### config.mk
export PLATFORM = sky130hd
export DESIGN_NAME = sharded_round_robin_queue_unit
export DESIGN_NICKNAME = d
export VERILOG_FILES = /design/src/rtl/srrq_pkg.sv /design/src/rtl/srrq_mem.sv /design/src/rtl/srrq_ctrl.sv /design/src/rtl/sharded_round_robin_queue_unit.sv
export SDC_FILE = /design/constraint.sdc
export NUM_CORES = 2
export LEC_CHECK = 0
export BUFFER_PORTS_ARGS = -buffer_cell sky130_fd_sc_hd__buf_4
export CORE_MARGIN = 10
export CORE_UTILIZATION = 55
export DETAILED_ROUTE_END_ITERATION = 10
export PLACE_DENSITY = 0.71
export SETUP_SLACK_MARGIN = 0.2
export SLEW_MARGIN = 20
export SYNTH_ARGS = -nofsm -noshare
export SYNTH_HDL_FRONTEND = slang
export SYNTH_HIERARCHICAL = 1
export SYNTH_SLANG_ARGS = --single-unit
export TNS_END_PERCENT = 5
### constraint.sdc
create_clock -name clk_i -period 8.48 [get_ports clk_i]
set_input_delay 0.848 -clock clk_i [delete_from_list [all_inputs] [get_ports clk_i]]
set_output_delay 0.848 -clock clk_i [all_outputs]
set_load 0.01 [all_outputs]
### src/rtl/srrq_pkg.sv
// srrq_pkg: shared types and codes for the sharded round-robin queue
// no dependencies; used by srrq_ctrl and sharded_round_robin_queue_unit
package srrq_pkg;

  // request kinds
  localparam logic [1:0] REQ_PUSH  = 2'd0;
  localparam logic [1:0] REQ_POP   = 2'd1;
  localparam logic [1:0] REQ_CLOSE = 2'd2;

  // result status codes
  typedef enum logic [2:0] {
    ST_PUSHED     = 3'd0,
    ST_REF_CLOSED = 3'd1,
    ST_REF_FULL   = 3'd2,
    ST_POPPED     = 3'd3,
    ST_EMPTY_OPEN = 3'd4,
    ST_SHUT       = 3'd5
  } status_e;

  // registered result word, minus the popped data which comes from the bank memory
  typedef struct packed {
    logic       valid;
    status_e    status;
    logic       popped;
    logic [7:0] pending;
    logic       shut;
  } result_t;

endpackage

### src/rtl/srrq_mem.sv
// srrq_mem: bank storage, one write port and one registered read port
// no package dependencies
module srrq_mem #(
  parameter int unsigned AW = 7
) (
  input  logic          clk_i,
  input  logic          wr_en_i,
  input  logic [AW-1:0] wr_addr_i,
  input  logic [31:0]   wr_data_i,
  input  logic          rd_en_i,
  input  logic [AW-1:0] rd_addr_i,
  output logic [31:0]   rd_data_o
);

  localparam int unsigned Depth = 1 << AW;

  logic [31:0] mem_q [Depth];
  logic [31:0] rd_data_q;

  // write port
  always_ff @(posedge clk_i) begin
    if (wr_en_i) begin
      mem_q[wr_addr_i] <= wr_data_i;
    end
  end

  // read port, registered
  always_ff @(posedge clk_i) begin
    if (rd_en_i) begin
      rd_data_q <= mem_q[rd_addr_i];
    end
  end

  assign rd_data_o = rd_data_q;

endmodule

### src/rtl/srrq_ctrl.sv
// srrq_ctrl: per-bank head and fill, tickets, count, shut flag and bank scan
// depends on srrq_pkg; drives the ports of srrq_mem
module srrq_ctrl #(
  parameter int unsigned BANKS      = 8,
  parameter int unsigned BANK_DEPTH = 16,
  parameter int unsigned BW         = 3,
  parameter int unsigned DW         = 4
) (
  input  logic                clk_i,
  input  logic                rst_ni,
  input  logic                accept_i,
  input  logic [1:0]          req_type_i,
  output logic                wr_en_o,
  output logic [BW+DW-1:0]    wr_addr_o,
  output logic                rd_en_o,
  output logic [BW+DW-1:0]    rd_addr_o,
  output srrq_pkg::result_t   result_o
);

  localparam int unsigned FW = $clog2(BANK_DEPTH + 1);
  localparam int unsigned TW = $clog2(BANKS * BANK_DEPTH + 1);

  logic [DW-1:0] head_q [BANKS];
  logic [DW-1:0] head_d [BANKS];
  logic [FW-1:0] fill_q [BANKS];
  logic [FW-1:0] fill_d [BANKS];
  logic [BW-1:0] push_tkt_q, push_tkt_d;
  logic [BW-1:0] pop_tkt_q, pop_tkt_d;
  logic [TW-1:0] total_q, total_d;
  logic          shut_q, shut_d;
  srrq_pkg::result_t res_q, res_d;

  logic [BANKS-1:0] rot_ne;
  logic [BW-1:0]    first;
  logic             found;
  logic [BW:0]      pop_bank_w;
  logic [BW-1:0]    pop_bank;
  logic [FW:0]      slot_sum;
  logic [DW:0]      head_inc;
  logic [TW+7:0]    total_ext;

  function automatic logic [BW-1:0] next_bank(input logic [BW-1:0] b);
    logic [BW:0] n;
    n = {1'b0, b} + (BW+1)'(1);
    if (n >= (BW+1)'(BANKS)) begin
      n = '0;
    end
    return n[BW-1:0];
  endfunction

  // non-empty flags rotated so that bit 0 is the pop ticket's bank
  always_comb begin
    logic [BW:0] idx;
    for (int i = 0; i < BANKS; i++) begin
      idx = {1'b0, pop_tkt_q} + (BW+1)'(i);
      if (idx >= (BW+1)'(BANKS)) begin
        idx = idx - (BW+1)'(BANKS);
      end
      rot_ne[i] = (fill_q[idx[BW-1:0]] != '0);
    end
  end

  // first non-empty bank from the ticket on
  always_comb begin
    first = '0;
    found = 1'b0;
    for (int i = BANKS - 1; i >= 0; i--) begin
      if (rot_ne[i]) begin
        first = BW'(i);
        found = 1'b1;
      end
    end
    pop_bank_w = {1'b0, pop_tkt_q} + {1'b0, first};
    if (pop_bank_w >= (BW+1)'(BANKS)) begin
      pop_bank_w = pop_bank_w - (BW+1)'(BANKS);
    end
    pop_bank = pop_bank_w[BW-1:0];
  end

  // tail slot of the push bank and next head of the pop bank
  always_comb begin
    slot_sum = (FW+1)'(head_q[push_tkt_q]) + (FW+1)'(fill_q[push_tkt_q]);
    if (slot_sum >= (FW+1)'(BANK_DEPTH)) begin
      slot_sum = slot_sum - (FW+1)'(BANK_DEPTH);
    end
    head_inc = {1'b0, head_q[pop_bank]} + (DW+1)'(1);
    if (head_inc >= (DW+1)'(BANK_DEPTH)) begin
      head_inc = '0;
    end
  end

  // request decode and state update
  always_comb begin
    head_d     = head_q;
    fill_d     = fill_q;
    push_tkt_d = push_tkt_q;
    pop_tkt_d  = pop_tkt_q;
    total_d    = total_q;
    shut_d     = shut_q;
    wr_en_o    = 1'b0;
    rd_en_o    = 1'b0;
    wr_addr_o  = {push_tkt_q, slot_sum[DW-1:0]};
    rd_addr_o  = {pop_bank, head_q[pop_bank]};
    res_d        = res_q;
    res_d.valid  = accept_i;
    if (accept_i) begin
      res_d.popped = 1'b0;
      res_d.status = shut_q ? srrq_pkg::ST_SHUT : srrq_pkg::ST_EMPTY_OPEN;
      case (req_type_i)
        srrq_pkg::REQ_PUSH: begin
          if (shut_q) begin
            res_d.status = srrq_pkg::ST_REF_CLOSED;
          end else if (fill_q[push_tkt_q] == FW'(BANK_DEPTH)) begin
            res_d.status = srrq_pkg::ST_REF_FULL;
          end else begin
            wr_en_o              = 1'b1;
            fill_d[push_tkt_q]   = fill_q[push_tkt_q] + FW'(1);
            total_d              = total_q + TW'(1);
            push_tkt_d           = next_bank(push_tkt_q);
            res_d.status         = srrq_pkg::ST_PUSHED;
          end
        end
        srrq_pkg::REQ_POP: begin
          pop_tkt_d = next_bank(pop_tkt_q);
          if (found) begin
            rd_en_o          = 1'b1;
            head_d[pop_bank] = head_inc[DW-1:0];
            fill_d[pop_bank] = fill_q[pop_bank] - FW'(1);
            total_d          = total_q - TW'(1);
            res_d.status     = srrq_pkg::ST_POPPED;
            res_d.popped     = 1'b1;
          end
        end
        srrq_pkg::REQ_CLOSE: begin
          shut_d       = 1'b1;
          res_d.status = srrq_pkg::ST_SHUT;
        end
        default: begin
          res_d.status = shut_q ? srrq_pkg::ST_SHUT : srrq_pkg::ST_EMPTY_OPEN;
        end
      endcase
      res_d.shut    = shut_d;
      res_d.pending = total_ext[7:0];
    end
  end

  assign total_ext = {8'b0, total_d};

  // state registers
  always_ff @(posedge clk_i or negedge rst_ni) begin
    if (!rst_ni) begin
      for (int i = 0; i < BANKS; i++) begin
        head_q[i] <= '0;
        fill_q[i] <= '0;
      end
      push_tkt_q <= '0;
      pop_tkt_q  <= '0;
      total_q    <= '0;
      shut_q     <= 1'b0;
      res_q      <= '0;
    end else begin
      head_q     <= head_d;
      fill_q     <= fill_d;
      push_tkt_q <= push_tkt_d;
      pop_tkt_q  <= pop_tkt_d;
      total_q    <= total_d;
      shut_q     <= shut_d;
      res_q      <= res_d;
    end
  end

  assign result_o = res_q;

endmodule

### src/rtl/sharded_round_robin_queue_unit.sv
// sharded_round_robin_queue_unit: top level, control plus bank memory
// depends on srrq_pkg, srrq_ctrl and srrq_mem
//
// Usage:
//   A request word (req_type_i, push_value_i) is taken at a rising edge where
//   start is high and busy is low. busy stays low: the bank state is
//   updated at the accept edge, so a new request may follow every cycle.
//   Each request gives exactly one result word in the next cycle, shown for one
//   cycle with done_o high: status_o, pop_value_o, pending_count_o, is_shut_o.
//   Throughput is 1 request per cycle. The pop value comes
//   from the bank memory's registered read port, read at the accept edge; a
//   push writes the tail slot of its bank at the accept edge.
//   The bank scan for a pop is a rotating priority select over the per-bank
//   fill flags, starting at the pop ticket.
//   Reset clears heads, fills, tickets, the count and the shut flag at once;
//   the bank memory itself is not cleared, since only written slots are read.
//   The receiver cannot stall: results must be taken in the cycle shown.
module sharded_round_robin_queue_unit #(
  parameter int unsigned BANKS      = 8,
  parameter int unsigned BANK_DEPTH = 16
) (
  input  logic               clk_i,
  input  logic               rst_ni,
  input  logic               start,
  output logic               busy,
  input  logic [1:0]         req_type_i,
  input  logic signed [31:0] push_value_i,
  output logic               done_o,
  output logic [2:0]         status_o,
  output logic signed [31:0] pop_value_o,
  output logic [7:0]         pending_count_o,
  output logic               is_shut_o
);

  localparam int unsigned BW = (BANKS > 1) ? $clog2(BANKS) : 1;
  localparam int unsigned DW = $clog2(BANK_DEPTH);
  localparam int unsigned AW = BW + DW;

  logic              accept;
  logic              wr_en;
  logic              rd_en;
  logic [AW-1:0]     wr_addr;
  logic [AW-1:0]     rd_addr;
  logic [31:0]       rd_data;
  srrq_pkg::result_t result;

  assign busy   = 1'b0;
  assign accept = start && !busy;

  // bank bookkeeping and scan
  srrq_ctrl #(
    .BANKS      (BANKS),
    .BANK_DEPTH (BANK_DEPTH),
    .BW         (BW),
    .DW         (DW)
  ) u_ctrl (
    .clk_i      (clk_i),
    .rst_ni     (rst_ni),
    .accept_i   (accept),
    .req_type_i (req_type_i),
    .wr_en_o    (wr_en),
    .wr_addr_o  (wr_addr),
    .rd_en_o    (rd_en),
    .rd_addr_o  (rd_addr),
    .result_o   (result)
  );

  // bank storage
  srrq_mem #(
    .AW (AW)
  ) u_mem (
    .clk_i     (clk_i),
    .wr_en_i   (wr_en),
    .wr_addr_i (wr_addr),
    .wr_data_i (push_value_i),
    .rd_en_i   (rd_en),
    .rd_addr_i (rd_addr),
    .rd_data_o (rd_data)
  );

  // result word
  assign done_o          = result.valid;
  assign status_o        = result.status;
  assign pop_value_o     = result.popped ? rd_data : 32'sd0;
  assign pending_count_o = result.pending;
  assign is_shut_o       = result.shut;

`ifndef SYNTH
  a_accept_gives_result : assert property (@(posedge clk_i) disable iff (!rst_ni)
    accept |=> done_o) else $error("accepted request gave no result");

  a_no_spurious_result : assert property (@(posedge clk_i) disable iff (!rst_ni)
    !accept |=> !done_o) else $error("result without a request");

  a_value_only_on_pop : assert property (@(posedge clk_i) disable iff (!rst_ni)
    (done_o && status_o != srrq_pkg::ST_POPPED) |-> pop_value_o == 32'sd0)
    else $error("nonzero pop value without a pop");

  a_shut_sticky : assert property (@(posedge clk_i) disable iff (!rst_ni)
    is_shut_o |=> is_shut_o) else $error("shut flag cleared");
`endif

endmodule

**After elaboration in Yosys (flattened, before gate mapping)**

Memory sizes are Yosys's and may differ from the RTL's. A register that Yosys moved wholly into a read port is not among the register bits.
Cells that the tools add are included.

- Register bits: 100
- Memory bits (writable): 4096
- Input bits: 37
- Output and inout port bits: 46
- Word-level logic and storage cells: 208
- Memories: 1

- $add $sub $neg: 25
- Order comparisons: 24
- Equal/unequal tests: 6
- Multiplexer cells: 99
- Bitwise operators: 12
- Reduce and logical (&&, ||, !) cells: 17

Memory list:

| name | depth | width | rd ports | clocked after Yosys merged registers in | write ports | line | source |
|---|---|---|---|---|---|---|---|
| u_mem.mem_q | 128 | 32 | 1 | 1 | 1 | srrq_mem.sv:17 | `logic [31:0] mem_q [Depth];` |

Operator list:

| kind | number |
|---|---|
| binary-select mux 5 bit (select 3 bit) | 10 |
| two-way mux 40 bit | 3 |
| two-way mux 5 bit | 22 |
| bitwise mux 40 bit | 2 |
| one-hot mux 40 bit (2 select lines) | 1 |
| greater-or-equal comparator 4 bit, second input constant | 19 |
| two-way mux 3 bit | 20 |
| inverter 3 -> 4 bit | 10 |
| nonzero test 5 bit | 8 |
| bitwise mux 32 bit | 1 |
| two-way mux 32 bit | 1 |
| two-way mux 4 bit | 8 |
| two-way mux 8 bit | 4 |
| demux 5 bit (select 3 bit) | 2 |
| subtractor 3 x 1 -> 3 bit, second input constant | 9 |
| binary-select mux 4 bit (select 3 bit) | 2 |
| two-way mux 1 bit | 19 |
| adder 3 x 3 -> 4 bit, second input constant | 4 |
| one-hot mux 8 bit (2 select lines) | 1 |
| demux 4 bit (select 3 bit) | 1 |
| one-hot mux 3 bit (3 select lines) | 1 |
| adder 3 x 1 -> 4 bit, second input constant | 2 |
| adder 3 x 2 -> 4 bit, second input constant | 2 |
| adder 8 x 1 -> 8 bit, second input constant | 1 |
| other kinds (25) | 30 |

**Logic depth before layout (Yosys ltp)**

- Word-level depth: 27
- Gate-level depth with buffers: 25
- Depth with buffers taken out: 20

**By module**

The synthesis kept the hierarchy.

By module, submodules not included:

| module | times used | cells each | area each (µm²) | sequential area each (µm²) |
|---|---|---|---|---|
| srrq_mem | 1 | 5990 | 156596.4 | 123958.9 |
| srrq_ctrl | 1 | 643 | 6656.4 | 2502.4 |
| sharded_round_robin_queue_unit | 1 | 37 | 266.5 | 0.0 |

**Worst setup path after synthesis**

OpenSTA, ideal clock, no wires.

- Path type: reg2reg
- Start: register u_ctrl.pop_tkt_q[0]
- End: register u_mem.rd_data_q[10], in the netlist u_mem/rd_data_o[10], read port of u_mem.mem_q, data pin
- Setup time: 0.260 ns
- Arrival: 6.846 ns
- Required time: 8.220 ns
- Slack: 1.374 ns
- Stages on the path, launching flop included: 24
- Buffers on the path: 8
- Period minus slack after synthesis: 7.106 ns
- Path through: dfrtp_1 -> buf_1 -> inv_1 -> ha_1 -> mux4_2 -> a21oi_1 -> o21ai_0 -> a21oi_1 -> nor2_1 -> ha_1 -> fa_1 -> clkbuf_1 -> clkbuf_1 -> clkbuf_1 -> mux4_2 -> mux2_2 -> clkbuf_1 -> buf_2 -> clkbuf_1 -> buf_1 -> mux4_2 -> mux4_2 -> mux4_2 -> mux2_2

- Word-level cells in the longest chain between the ends: 23
- Elaborated cells on any way between the ends: 98
- Classes of those cells: add/sub (17); order compare (9); mux (55); bitwise (9); reduce/logical (8)

RTL lines:

| item | line | source |
|---|---|---|
| from (decl) | srrq_ctrl.sv:28 | `logic [BW-1:0] pop_tkt_q, pop_tkt_d;` |
| from (signal assigned) | srrq_ctrl.sv:165 | `pop_tkt_q <= pop_tkt_d;` |
| adder 3 x 3 -> 4 bit | srrq_ctrl.sv:55 | `idx = {1'b0, pop_tkt_q} + (BW+1)'(i);` |
| greater-or-equal comparator 4 bit / subtractor 3 x 1 -> 3 bit (equally long branches) | srrq_ctrl.sv:56, srrq_ctrl.sv:57 |  |
| two-way mux 3 bit | srrq_ctrl.sv:56 | `if (idx >= (BW+1)'(BANKS)) begin` |
| inverter 3 -> 4 bit (implied by the code) | srrq_ctrl.sv:59 | `rot_ne[i] = (fill_q[idx[BW-1:0]] != '0);` |
| binary-select mux 5 bit (select 3 bit) | srrq_ctrl.sv:59 |  |
| two-way mux 5 bit (implied by the code) (2 in series) | srrq_ctrl.sv:59 |  |
| nonzero test 5 bit | srrq_ctrl.sv:59 |  |
| two-way mux 3 bit (8 in series) | srrq_ctrl.sv:68 | `if (rot_ne[i]) begin` |
| adder 3 x 3 -> 4 bit (*) | srrq_ctrl.sv:73 | `pop_bank_w = {1'b0, pop_tkt_q} + {1'b0, first};` |
| greater-or-equal comparator 4 bit / subtractor 3 x 1 -> 3 bit (equally long branches) | srrq_ctrl.sv:74, srrq_ctrl.sv:75 |  |
| two-way mux 3 bit (*) | srrq_ctrl.sv:74 | `if (pop_bank_w >= (BW+1)'(BANKS)) begin` |
| net rd_addr[5] | sharded_round_robin_queue_unit.sv:43 | `logic [AW-1:0] rd_addr;` |
| inverter 3 -> 4 bit (implied by the code) (*) | srrq_ctrl.sv:103 | `rd_addr_o = {pop_bank, head_q[pop_bank]};` |
| binary-select mux 4 bit (select 3 bit) (*) | srrq_ctrl.sv:103 |  |
| two-way mux 4 bit (implied by the code) (*) (2 in series) | srrq_ctrl.sv:103 |  |
| net rd_addr[2] | sharded_round_robin_queue_unit.sv:43 |  |
| to (decl) | srrq_mem.sv:18 | `logic [31:0] rd_data_q;` |

Mark *: on every way through the listed nets, which the timed path passes. The rest lies on a longest branch. The select of a mux whose other input is x is not followed.
A chain may end at the register's enable or synchronous reset.

**Final worst setup path**

- Start: register u_ctrl.pop_tkt_q[1]
- End: register u_mem.rd_data_q[14], in the netlist u_mem/rd_data_o[14], read port of u_mem.mem_q, data pin

Same word-level chain as after synthesis.

==> results.sh <==
export IMPL_yosys_warnings=6
export IMPL_cp_cell_sequence="inv_2 -> ha_1 -> mux4_2 -> a21oi_1 -> o21ai_0 -> a21oi_1 -> nor2_1 -> ha_4 -> fa_4 -> mux4_2 -> mux2_8 -> buf_12 -> buf_12 -> buf_4 -> mux4_2 -> mux4_2 -> mux4_2 -> mux2_2"
export IMPL_setup_viol=0
export IMPL_grt_max_degree=114
export IMPL_dp_cells=10692
export IMPL_synth_area_leader_cell="edfxtp_1"
export IMPL_holdPathStages=1
export IMPL_cp_buffers_inverters=4
export IMPL_hold_viol_final=0
export IMPL_crit_family="multiplexers"
export IMPL_die_w_um=565
export IMPL_ios=83
export IMPL_outcome="complete, no violations"
export IMPL_final_util_pct=62.7
export IMPL_grt_pass1_wl_mm=611
export IMPL_synth_edf_count=4128
export IMPL_rows=200
export IMPL_cts_hold_buf=1
export IMPL_worstReg2RegStart="u_ctrl/pop_tkt_q[1]"
export IMPL_cts_root_buf="clkbuf_16"
export IMPL_slew_headroom_pct=20.9
export IMPL_drtIter0Drc=12436
export IMPL_dp_hpwl_mm=247
export IMPL_drt_wl_total_mm=432
export IMPL_hold_class="in -> reg"
export IMPL_htreeDepth=5
export IMPL_cts_tree="built"
export IMPL_nNetsFinal=7225
export IMPL_grt_overflow=0
export IMPL_rsz0062_at_grt="false"
export IMPL_synth_top_area_share_pct=75.8
export IMPL_gp_congestion=0.827
export IMPL_synth_commonest_cells="edfxtp_1 (4128), mux4_2 (1377), clkbuf_1 (204)"
export IMPL_path_clk_slew_ps=60
export IMPL_slew_violations=0
export IMPL_cp_arrival_ps=8350
export IMPL_setup_ws_ps=819
export IMPL_seq_area_frac_synth_pct=77.3
export IMPL_synth_cells=6670
export IMPL_fin_worst_skew_ps=81.7
export IMPL_routedWlPerCell_um=37.7
export IMPL_drtAntennaViolNets=0
export IMPL_synth_nets=6723
export IMPL_fin_crit_sh_pct=90.3
export IMPL_final_cells=11481
export IMPL_cp_slowest_stage_delay_ps=1060
export IMPL_synth_cell_types=66
export IMPL_r2r_cells=18
export IMPL_die_area_um2=320000
export IMPL_synth_ff_type="edfxtp_1"
export IMPL_fillCellCount=19008
export IMPL_crit_path_end_kind="register"
export IMPL_worstHoldEndpoint="u_ctrl/result_o[13]"
export IMPL_crit_top_cell="mux4_2"
export IMPL_yosysMostFrequentCell="edfxtp_1"
export IMPL_pre_cts_ws_ps=820
export IMPL_worst_pin_slew_ps=1180
export IMPL_async_flop_share_pct=2.37
export IMPL_core_area_um2=297000
export IMPL_clk_latency_ps=990
export IMPL_worstSetupPathType="reg -> reg"
export IMPL_cts_sinks=4228
export IMPL_start_util_pct=55.1
export IMPL_synth_area_leaders="edfxtp_1 (76%), mux4_2 (19%), dfrtp_1 (1.5%)"
export IMPL_cts_resized=0
export IMPL_syn2layout_area_growth_pct=13.6
export IMPL_cp_max_fo=33
export IMPL_ys_ff_latch=4228
export IMPL_vias=79059
export IMPL_critPathLaunchType="register"
export IMPL_port_buffers=81
export IMPL_numCtsBuffers=415
export IMPL_max_cap_violations=0
export IMPL_cpMaxStageDelayCell="fa_4"
export IMPL_grt_pass1_vias=79283
export IMPL_cts_buffer_depth=4
export IMPL_syn_area_per_cell_um2=24.5
export IMPL_period_minus_slack_ps=7660
export IMPL_hold_start="start"
export IMPL_finalSetupTns_ps=0
export IMPL_antenna_found_initial=44
export IMPL_fmax_mhz=131
export IMPL_cp_required_ps=9170
export IMPL_grt_total_usage_pct=27.0
export IMPL_drive_above_1_share_pct=35.5
export IMPL_rrSetupSlack_ps=820
export IMPL_die_h_um=565
export IMPL_cts_setup_buffers=0
export IMPL_worstReg2RegEnd="u_mem/rd_data_o[14]"
export IMPL_dr_pass1_iters=6
export IMPL_viasPerCell=6.89
export IMPL_syn_area_um2=164000
export IMPL_drc_errors=0
==> state kept, by name (all words and copies together), names as in the netlist <==
register,flops
u_ctrl/fill_q,40
u_ctrl/head_q,32
u_ctrl/pop_tkt_q,3
u_ctrl/push_tkt_q,3
u_ctrl/result_o,14
u_ctrl/total_q,8
u_mem/mem_q,4096
u_mem/rd_data_o,32
==> per-layer routing <==
layer | up-vias | routed length [µm] | global-route usage (%) | part of all wire [%]
met5 | - | 136 | 0 | 0.031
met4 | 18 | 14700 | 8.29 | 3.4
met3 | 798 | 56200 | 6.97 | 13
met2 | 5554 | 205000 | 41.8 | 47
met1 | 42694 | 157000 | 38.6 | 36
li1 | 29995 | - | - | -
==> layout make-up <==
cell class	count	area, µm²	area share, %
Sequential cell	4228	126000	68.1
Multi-Input combinational cell	2057	36500	19.6
Clock buffer	490	10700	5.76
Tap cell	3939	4930	2.65
Timing Repair Buffer	443	4170	2.24
Clock inverter	280	2920	1.57
Inverter	27	106	0.0572
Antenna cell	17	42.5	0.0229
==> worst max-delay path by stage <==
| stage | start | depth (start not counted) | slack, ps | to |
|---|---|---|---|---|
| after floorplan | u_ctrl/pop_tkt_q[0] | 23 | 1370 | u_mem/rd_data_o[10] |
| after global placement | u_ctrl/pop_tkt_q[1] | 17 | 760 | u_mem/rd_data_o[9] |
| after detailed placement | u_ctrl/pop_tkt_q[1] | 17 | 820 | u_mem/rd_data_o[31] |
| after CTS | u_ctrl/pop_tkt_q[1] | 17 | 830 | u_mem/rd_data_o[31] |
| after global routing | u_ctrl/pop_tkt_q[1] | 17 | 490 | u_mem/rd_data_o[31] |
| final | u_ctrl/pop_tkt_q[1] | 18 | 820 | u_mem/rd_data_o[14] |
==> worst register-to-register path, cell delays in order, from the launching register on <==
cell     delay [ps]
dfrtp_1         620
inv_2           130
ha_1            430
mux4_2          570
a21oi_1         160
o21ai_0         110
a21oi_1         240
nor2_1          120
ha_4            180
fa_4           1060
mux4_2          340
mux2_8          600
buf_12          400
buf_12          290
buf_4           270
mux4_2          530
mux4_2          480
mux4_2          600
mux2_2          310
==> metrics by stage <==
| step | instance area [µm²] | hold slack, ps |
|---|---|---|
| final | 186000 | 164 |
| after global routing | 186000 | 158 |
| after CTS | 186000 | 111 |
| after detailed placement | 172000 | 498 |
| after global placement | 172000 | 477 |
| after floorplan | 164000 | 461 |
==> placed cells by master (no fill, tap or decap), drive strengths merged, types with 5 or more instances in the layout <==
cell type     n
edfxtp     4128
bufinv       40
nand3        35
clkbuf      490
clkinvlp     21
mux2         73
diode        17
nor2        164
o21ai        21
xor2         13
nor2b        13
nor3         23
a22o         33
xnor2        17
mux4       1377
mux2i        14
a21oi        19
dfrtp       100
a21o         20
or3           5
inv          34
nand4         7
ha           14
nand2        75
and2         35
clkinv      212
buf         442
o22ai        44
==> cell families after synthesis <==
group	Yosys count	share of synthesized area (%)
compound gates	172	0.745
xor+xnor	30	0.177
fa+ha+maj	16	0.132
buf+inv	385	0.976
flops	4228	77.3
mux	1464	19.6
other cells	1	0.00229
simple gates	374	1.08
Power is left out: the tool's default activity adds up to more than one toggle a clock period on the data nets, which glitch-free logic cannot reach.
